--- src/rtl/core/slot_table_alloc_lookup_macros.svh ---
// Assertion helpers shared by the slot table design.
`ifndef SLOT_TABLE_ALLOC_LOOKUP_MACROS_SVH
`define SLOT_TABLE_ALLOC_LOOKUP_MACROS_SVH

// Same-cycle implication, sampled on the rising clock, off during reset.
`define STAL_ASSERT_IMPL(lbl, ante, cons, msg) \
  lbl: assert property (@(posedge clk_i) disable iff (!rst_ni) (ante) |-> (cons)) \
    else $error(msg);

// Next-cycle implication, sampled on the rising clock, off during reset.
`define STAL_ASSERT_NEXT(lbl, ante, cons, msg) \
  lbl: assert property (@(posedge clk_i) disable iff (!rst_ni) (ante) |=> (cons)) \
    else $error(msg);

`endif

--- src/rtl/core/stal_pkg.sv ---
package stal_pkg;

  localparam int SHELVES    = 4;
  localparam int ROWS       = 4;
  localparam int COLS       = 4;
  localparam int SLOT_COUNT = SHELVES * ROWS * COLS;
  localparam int STEP_W     = (SLOT_COUNT > 1) ? $clog2(SLOT_COUNT) : 1;

  localparam int CODE_W   = 32;
  localparam int POS_W    = 2;
  localparam int OP_W     = 2;
  localparam int STATUS_W = 3;

  typedef enum logic [OP_W-1:0] {
    OP_INSERT = 2'd0,
    OP_FIND   = 2'd1,
    OP_READ   = 2'd2,
    OP_REMOVE = 2'd3
  } op_e;

  typedef enum logic [STATUS_W-1:0] {
    ST_OK        = 3'd0,
    ST_FULL      = 3'd1,
    ST_NOT_FOUND = 3'd2,
    ST_EMPTY     = 3'd3,
    ST_BAD       = 3'd4
  } status_e;

  // Contents of one slot as it travels around the ring.
  typedef struct packed {
    logic              valid;
    logic [CODE_W-1:0] code;
  } slot_t;

endpackage

--- src/rtl/core/stal_cell.sv ---
module stal_cell
  import stal_pkg::*;
(
  input  logic  clk_i,
  input  logic  rst_ni,
  input  logic  shift_i,
  input  slot_t slot_i,
  output slot_t slot_o
);

  slot_t slot_q;

  // Each cell takes its neighbor's slot whenever the ring advances.
  always_ff @(posedge clk_i or negedge rst_ni) begin
    if (!rst_ni) begin
      slot_q <= '0;
    end else if (shift_i) begin
      slot_q <= slot_i;
    end
  end

  assign slot_o = slot_q;

endmodule

--- src/rtl/core/slot_table_alloc_lookup.sv ---
// Slot table with insert, find by code, read by position and remove by position.
// Commands arrive as beats on the s_axis channel and each one produces exactly
// one result beat on the m_axis channel.
// The slots live in a ring of identical cells. For each command the ring turns
// once all the way round, one slot per cycle, and the controller looks at the
// head cell as each slot passes it, in shelf-row-column order. A slot that is
// filled or cleared is rewritten as it leaves the head, so after a full turn
// every slot is back in its home cell.
// A new command is accepted only while the controller is idle, never while
// the ring is turning or a finished result still waits for the output register.
// The finished result waits in an output register, so a new command is taken
// while an earlier result is still waiting on a stalled receiver. A second
// finished result holds in the controller until that register frees up.
// Reset empties every slot and every code at once; no sweep is needed and the
// block is ready for a command as soon as reset is released.
// Out-of-range positions and a zero find code return the bad position status.
module slot_table_alloc_lookup
  import stal_pkg::*;
(
  input  logic        clk_i,
  input  logic        rst_ni,
  input  logic        s_axis_tvalid,
  output logic        s_axis_tready,
  // Fields from bit 0 up: opcode[1:0], item_code[33:2], shelf[35:34],
  // row[37:36], column[39:38].
  input  logic [39:0] s_axis_tdata,
  output logic        m_axis_tvalid,
  input  logic        m_axis_tready,
  // Fields from bit 0 up: status[2:0], found_shelf[4:3], found_row[6:5],
  // found_column[8:7], found_code[40:9], occupied[41], zero fill[47:42].
  output logic [47:0] m_axis_tdata
);

  `include "slot_table_alloc_lookup_macros.svh"

  typedef enum logic [1:0] {
    S_IDLE,
    S_SCAN,
    S_DONE
  } state_e;

  state_e state_q;

  // Latched command.
  op_e               op_q;
  logic [CODE_W-1:0] code_q;
  logic [POS_W-1:0]  sh_q, row_q, col_q;
  logic              pos_ok_q;

  // Scan position of the slot currently at the head of the ring.
  logic [STEP_W-1:0] step_q;
  logic [POS_W-1:0]  sc_sh_q, sc_row_q, sc_col_q;

  // What the scan found.
  logic              hit_q;
  logic [POS_W-1:0]  hit_sh_q, hit_row_q, hit_col_q;
  logic              hvalid_q;
  logic [CODE_W-1:0] hcode_q;

  // Output register.
  logic              out_valid_q;
  logic [47:0]       out_data_q;

  // Ring of cells; cell 0 is the head that the controller watches.
  slot_t ring[SLOT_COUNT];
  slot_t head_new;
  logic  shift;

  assign shift = (state_q == S_SCAN);

  for (genvar i = 0; i < SLOT_COUNT; i++) begin : g_ring
    slot_t cell_in;
    if (i == SLOT_COUNT - 1) begin : g_tail
      assign cell_in = head_new;
    end else begin : g_link
      assign cell_in = ring[i+1];
    end
    stal_cell u_cell (
      .clk_i  (clk_i),
      .rst_ni (rst_ni),
      .shift_i(shift),
      .slot_i (cell_in),
      .slot_o (ring[i])
    );
  end

  logic in_acc;
  logic out_load;
  logic at_target;
  logic hit_now;
  logic pos_ok_in;

  assign s_axis_tready = (state_q == S_IDLE);
  assign in_acc        = s_axis_tvalid && s_axis_tready;
  assign out_load      = (state_q == S_DONE) && (!out_valid_q || m_axis_tready);
  assign at_target     = (sc_sh_q == sh_q) && (sc_row_q == row_q) && (sc_col_q == col_q);

  assign pos_ok_in = (int'(s_axis_tdata[35:34]) < SHELVES) &&
                     (int'(s_axis_tdata[37:36]) < ROWS) &&
                     (int'(s_axis_tdata[39:38]) < COLS);

  // Decide what the head slot becomes and whether this slot is the one hit.
  always_comb begin
    head_new = ring[0];
    hit_now  = 1'b0;
    case (op_q)
      OP_INSERT: begin
        if (!hit_q && !ring[0].valid) begin
          hit_now        = 1'b1;
          head_new.valid = 1'b1;
          head_new.code  = code_q;
        end
      end
      OP_FIND: begin
        if (!hit_q && (code_q != '0) && ring[0].valid && (ring[0].code == code_q)) begin
          hit_now = 1'b1;
        end
      end
      OP_READ: begin
        if (pos_ok_q && at_target) begin
          hit_now = 1'b1;
        end
      end
      OP_REMOVE: begin
        if (pos_ok_q && at_target) begin
          hit_now  = 1'b1;
          head_new = '0;
        end
      end
      default: begin
        hit_now = 1'b0;
      end
    endcase
  end

  // Result assembled from what the scan recorded.
  status_e           res_status;
  logic [POS_W-1:0]  res_sh, res_row, res_col;
  logic [CODE_W-1:0] res_code;
  logic              res_occ;

  always_comb begin
    res_status = ST_OK;
    res_sh     = '0;
    res_row    = '0;
    res_col    = '0;
    res_code   = '0;
    res_occ    = 1'b0;
    case (op_q)
      OP_INSERT: begin
        if (hit_q) begin
          res_sh   = hit_sh_q;
          res_row  = hit_row_q;
          res_col  = hit_col_q;
          res_code = code_q;
        end else begin
          res_status = ST_FULL;
        end
      end
      OP_FIND: begin
        if (code_q == '0) begin
          res_status = ST_BAD;
        end else if (hit_q) begin
          res_sh   = hit_sh_q;
          res_row  = hit_row_q;
          res_col  = hit_col_q;
          res_code = code_q;
          res_occ  = 1'b1;
        end else begin
          res_status = ST_NOT_FOUND;
        end
      end
      OP_READ, OP_REMOVE: begin
        if (!pos_ok_q) begin
          res_status = ST_BAD;
        end else begin
          res_sh  = sh_q;
          res_row = row_q;
          res_col = col_q;
          if (hvalid_q) begin
            res_code = hcode_q;
            res_occ  = 1'b1;
          end else begin
            res_status = ST_EMPTY;
          end
        end
      end
      default: begin
        res_status = ST_BAD;
      end
    endcase
  end

  always_ff @(posedge clk_i or negedge rst_ni) begin
    if (!rst_ni) begin
      state_q     <= S_IDLE;
      out_valid_q <= 1'b0;
      out_data_q  <= '0;
      op_q        <= OP_INSERT;
      code_q      <= '0;
      sh_q        <= '0;
      row_q       <= '0;
      col_q       <= '0;
      pos_ok_q    <= 1'b0;
      hit_q       <= 1'b0;
      hit_sh_q    <= '0;
      hit_row_q   <= '0;
      hit_col_q   <= '0;
      hvalid_q    <= 1'b0;
      hcode_q     <= '0;
      step_q      <= '0;
      sc_sh_q     <= '0;
      sc_row_q    <= '0;
      sc_col_q    <= '0;
    end else begin
      // The output register loads a finished result, or empties once taken.
      if (out_load) begin
        out_valid_q <= 1'b1;
        out_data_q  <= {6'b0, res_occ, res_code, res_col, res_row, res_sh, res_status};
      end else if (m_axis_tready) begin
        out_valid_q <= 1'b0;
      end
      case (state_q)
        S_IDLE: begin
          if (in_acc) begin
            op_q     <= op_e'(s_axis_tdata[1:0]);
            code_q   <= s_axis_tdata[33:2];
            sh_q     <= s_axis_tdata[35:34];
            row_q    <= s_axis_tdata[37:36];
            col_q    <= s_axis_tdata[39:38];
            pos_ok_q <= pos_ok_in;
            hit_q    <= 1'b0;
            hvalid_q <= 1'b0;
            hcode_q  <= '0;
            step_q   <= '0;
            sc_sh_q  <= '0;
            sc_row_q <= '0;
            sc_col_q <= '0;
            state_q  <= S_SCAN;
          end
        end
        S_SCAN: begin
          if (hit_now) begin
            hit_q     <= 1'b1;
            hit_sh_q  <= sc_sh_q;
            hit_row_q <= sc_row_q;
            hit_col_q <= sc_col_q;
            hvalid_q  <= ring[0].valid;
            hcode_q   <= ring[0].code;
          end
          // Column runs fastest, shelf slowest.
          if (sc_col_q == POS_W'(COLS - 1)) begin
            sc_col_q <= '0;
            if (sc_row_q == POS_W'(ROWS - 1)) begin
              sc_row_q <= '0;
              sc_sh_q  <= sc_sh_q + 1'b1;
            end else begin
              sc_row_q <= sc_row_q + 1'b1;
            end
          end else begin
            sc_col_q <= sc_col_q + 1'b1;
          end
          if (step_q == STEP_W'(SLOT_COUNT - 1)) begin
            state_q <= S_DONE;
          end else begin
            step_q <= step_q + 1'b1;
          end
        end
        S_DONE: begin
          if (out_load) begin
            state_q <= S_IDLE;
          end
        end
        default: begin
          state_q <= S_IDLE;
        end
      endcase
    end
  end

  assign m_axis_tvalid = out_valid_q;
  assign m_axis_tdata  = out_data_q;

  `STAL_ASSERT_NEXT(a_scan_starts, in_acc, (state_q == S_SCAN) && (step_q == '0),
                    "accepted command did not start a scan at the first slot")
  `STAL_ASSERT_IMPL(a_no_accept_in_scan, state_q == S_SCAN, !s_axis_tready,
                    "command accepted while the ring is turning")
  `STAL_ASSERT_IMPL(a_result_after_scan, $rose(m_axis_tvalid), $past(state_q == S_DONE),
                    "result offered without a finished scan")

endmodule

--- config.mk ---
export PLATFORM = sky130hd
export DESIGN_NAME = slot_table_alloc_lookup
export DESIGN_NICKNAME = d
export VERILOG_FILES = /design/src/rtl/core/stal_pkg.sv /design/src/rtl/core/stal_cell.sv /design/src/rtl/core/slot_table_alloc_lookup.sv
export VERILOG_INCLUDE_DIRS = /design/src /design/src/rtl/core
export SDC_FILE = /design/constraint.sdc
export NUM_CORES = 2
export LEC_CHECK = 0
export ABC_AREA = 0
export BUFFER_PORTS_ARGS = -buffer_cell sky130_fd_sc_hd__clkbuf_2
export CORE_MARGIN = 2
export CORE_UTILIZATION = 50
export CTS_CLUSTER_DIAMETER = 150
export DETAILED_ROUTE_END_ITERATION = 10
export PLACE_DENSITY = 0.68
export SETUP_SLACK_MARGIN = 0.15
export SLEW_MARGIN = 30
export SYNTH_ARGS = -nofsm -noshare
export SYNTH_HDL_FRONTEND = slang
export SYNTH_SLANG_ARGS = --single-unit
--- constraint.sdc ---
create_clock -name clk_i -period 1.95 [get_ports clk_i]
set_input_delay 0.195 -clock clk_i [delete_from_list [all_inputs] [get_ports clk_i]]
set_output_delay 0.195 -clock clk_i [all_outputs]
set_load 0.005 [all_outputs]
==> results_dict.tcl <==
set metrics [dict create \
    port_buffers 87 \
    cp_data_required_time_ps 2660 \
    synthAdderAreaFrac 0.00103 \
    ios 94 \
    yosysMostFrequentCell "nand2_1" \
    grt_max_degree 146 \
    grt_overflow 0 \
    place.gp.congestion 0.865 \
    path_clk_slew_ps 60 \
    p_per_area_nw_per_um2 1360 \
    path_class "flop to flop" \
    finalHoldViolations 0 \
    cts-buffers-inserted 220 \
    fmax_mhz 429 \
    synth_seq_area_share 0.662 \
    grt_antenna_before_repair 0 \
    synth_top_area_cell "dfrtp_1" \
    netlist.area_leader.share 0.662 \
    ys_top_cells_by_count "6395 x nand2_1, 2250 x dfrtp_1, 467 x clkbuf_1" \
    ys_top_cells_by_area "dfrtp_1 66%, nand2_1 28%, clkbuf_1 2.1%" \
    die_y_um 417 \
    netlist-cell-type-count 39 \
    netlist_instances 9577 \
    syn-mean-instance-area_um2 8.89 \
    grt_pass1_vias 59800 \
    fin_setup_tns_ps -28500 \
    utilization 0.593 \
    muxShareOfSynthArea 0.00479 \
    synth_edf_count 0 \
    cts_root_buf "clkbuf_16" \
    relSlewSlack 0.557 \
    synth_top_family_by_area "simple AND/OR/NAND/NOR gates" \
    worstSetupStartpointType "flop" \
    die_area_um2 174000 \
    antenna_cells 0 \
    cpPeakStageDelay_ps 400 \
    cts_tree "yes" \
    fin_crit_ps 2330 \
    drv_slew 0 \
    clockBufferDepth 3 \
    route.final.wire_length_mm 175 \
    vias 60300 \
    start_util 0.503 \
    post-route-drc-count 0 \
    crit_fanout 8 \
    status "finished, violations left" \
    synth_ff_type "dfrtp_1" \
    worstPathArrival_ps 3040 \
    htreeDepth 4 \
    clock_latency_ps 850 \
    syn_area_um2 85100 \
    setup_ws_ps -379 \
    peakVddDrop_mv 1.00 \
    grt_first_pass_wirelength_mm 295 \
    rows 151 \
    synth_seq_cells 2250 \
    fin_skew_ps 35.3 \
    end_kind "flop" \
    min_period_over_period 1.19 \
    worst_pin_slew_ps 663 \
    rsz0062_at_grt "true" \
    p_leak_nw 57.7 \
    ant_nets 0 \
    wl_per_cell_um 14.3 \
    finalSetupViolCount 110 \
    drt_iter0_markers 5016 \
    drive_above_1_share 0.0945 \
    cap_violations 0 \
    yosys_warnings 0 \
    drt-vias-per-instance 4.93 \
    synth_compound_area_frac 0.0160 \
    dr.pass1.iters 9 \
    finish.net_count 9880 \
    path_cells "buf_6, xor2_2, nor4_2, buf_4, nand2_2, nor4_2, buf_4, a21oi_4, buf_12, mux2_4" \
    synth-xor-area-share 0.00412 \
    crit_path_top_delay_cell "dfrtp_2" \
    multi_input_area_um2 27200 \
    async_reset_ff_frac 1.00 \
    synth-simple-area-share 0.286 \
    syn2layout_area_growth_pct 17.9 \
    seqCellArea_um2 56300 \
    fill_cells 14300 \
    hold_slack_ps 126 \
    core_area_um2 169000 \
    fp.dieW_um 417 \
    violations "negative setup slack" \
    hold_path.class "primary input to flop" \
    cts_sinks 2250 \
    track_usage 0.201 \
    dp_hpwl_mm 99.7 \
]
worst max-delay path, delay by kind of cell, from the launching register on:
family          cells  cell delay (ps)
buf+inv             4              630
compound gates      1               60
mux                 1              290
simple gates        3              680
xor+xnor            1              150
flops               1              400
kinds of logic after synthesis:
group           after synthesis
flops                      2250
other cells                   1
mux                          40
fa+ha+maj                     7
buf+inv                     595
compound gates              194
simple gates               6450
xor+xnor                     40
sequential cells by signal, summed over array words and instances (netlist names), 6 cells and up:
register,cells
m_axis_tdata,42
step_q,6
hcode_q,32
g_ring.u_cell.slot_o,2112
code_q,32
placed cells by master (no fill, tap or decap), types with 5 or more instances in the layout:
cell,synthesis,layout
nand2_1,6395,6363
dfrtp_1,2250,2244
buf_4,7,243
clkbuf_16,0,241
buf_12,0,90
clkbuf_2,0,85
inv_1,77,77
clkbuf_1,467,69
clkbuf_8,0,48
dlygate4sd3_1,0,46
a21oi_1,40,38
a222oi_1,38,38
o21ai_0,36,34
a21o_1,32,32
mux2i_1,34,32
clkinv_2,0,32
buf_16,0,32
xor2_1,31,29
a211oi_2,1,29
buf_6,1,20
nand2_2,0,18
bufinv_16,0,16
nand2_4,0,14
xnor2_1,9,9
nor2_1,11,8
nor4_4,0,7
nand3_1,7,7
bufbuf_16,0,7
nor4_1,17,6
mux2_4,0,6
ha_1,7,6
conb_1,1,6
dfrtp_2,0,6
nand4_1,5,5
nor4_2,1,5
through the flow:
stage	std cells	power [mW]	setup slack, ps	cell area, µm²
floorplan	9582	76.3	-42.1	85400
global placement	11700	87.3	-448	90500
detailed placement	11700	88.1	-442	90500
CTS	12200	135	-341	99300
global route	12200	144	-467	100000
finish	12200	136	-379	100000
report_power, final:
part / internal, mW / switching, mW
sequential: 53.6 / 4.02
clock: 25.0 / 18.2
combinational: 11.8 / 23.2
final timing paths:
check | start | to | slack [ps] | cells past startpoint
hold / removal | s_axis_tdata[39] | col_q[1]$_DFFE_PN0P_ | 130 | 4
max in group asynchronous | rst_ni | g_ring[59].u_cell.slot_o[23]$_DFFE_PN0P_ | 1030 | 5
setup reg to reg | code_q[4]$_DFFE_PN0P_ | hit_col_q[1]$_DFFE_PN0P_ | -380 | 10
hold reg to reg | g_ring[7].u_cell.slot_o[21]$_DFFE_PN0P_ | g_ring[6].u_cell.slot_o[21]$_DFFE_PN0P_ | 430 | 2
min in group asynchronous | rst_ni | g_ring[60].u_cell.slot_o[10]$_DFFE_PN0P_ | 270 | 3
setup / recovery | code_q[4]$_DFFE_PN0P_ | hit_col_q[1]$_DFFE_PN0P_ | -380 | 10
area by class of cell:
cell class              instances  area share
clock buffers                 339      0.0645
clock inverters                70     0.00974
inverters                      77     0.00288
multi-input cells            6737       0.271
flip-flops and latches       2250       0.561
well taps                    2218      0.0277
repair buffers                543      0.0632
routing by layer:
metal,GRT usage,vias to the layer above,part of all wire
met3,0.0299,257,0.037
met2,0.323,900,0.47
met4,0.0536,0,0.022
met5,0,-,0
li1,-,29500,-
met1,0.288,29600,0.47
what timing repair did:
action                                   CTS  global route
buffers inserted                          15            17
cloned                                    16            21
resized for setup                         51            94
endpoints found under the hold margin   2036             0
endpoints found under the setup margin   637          1033
pin swaps                                 18            43
hold buffers                              46             0
Note: power is estimated with default switching activity, not from simulation.
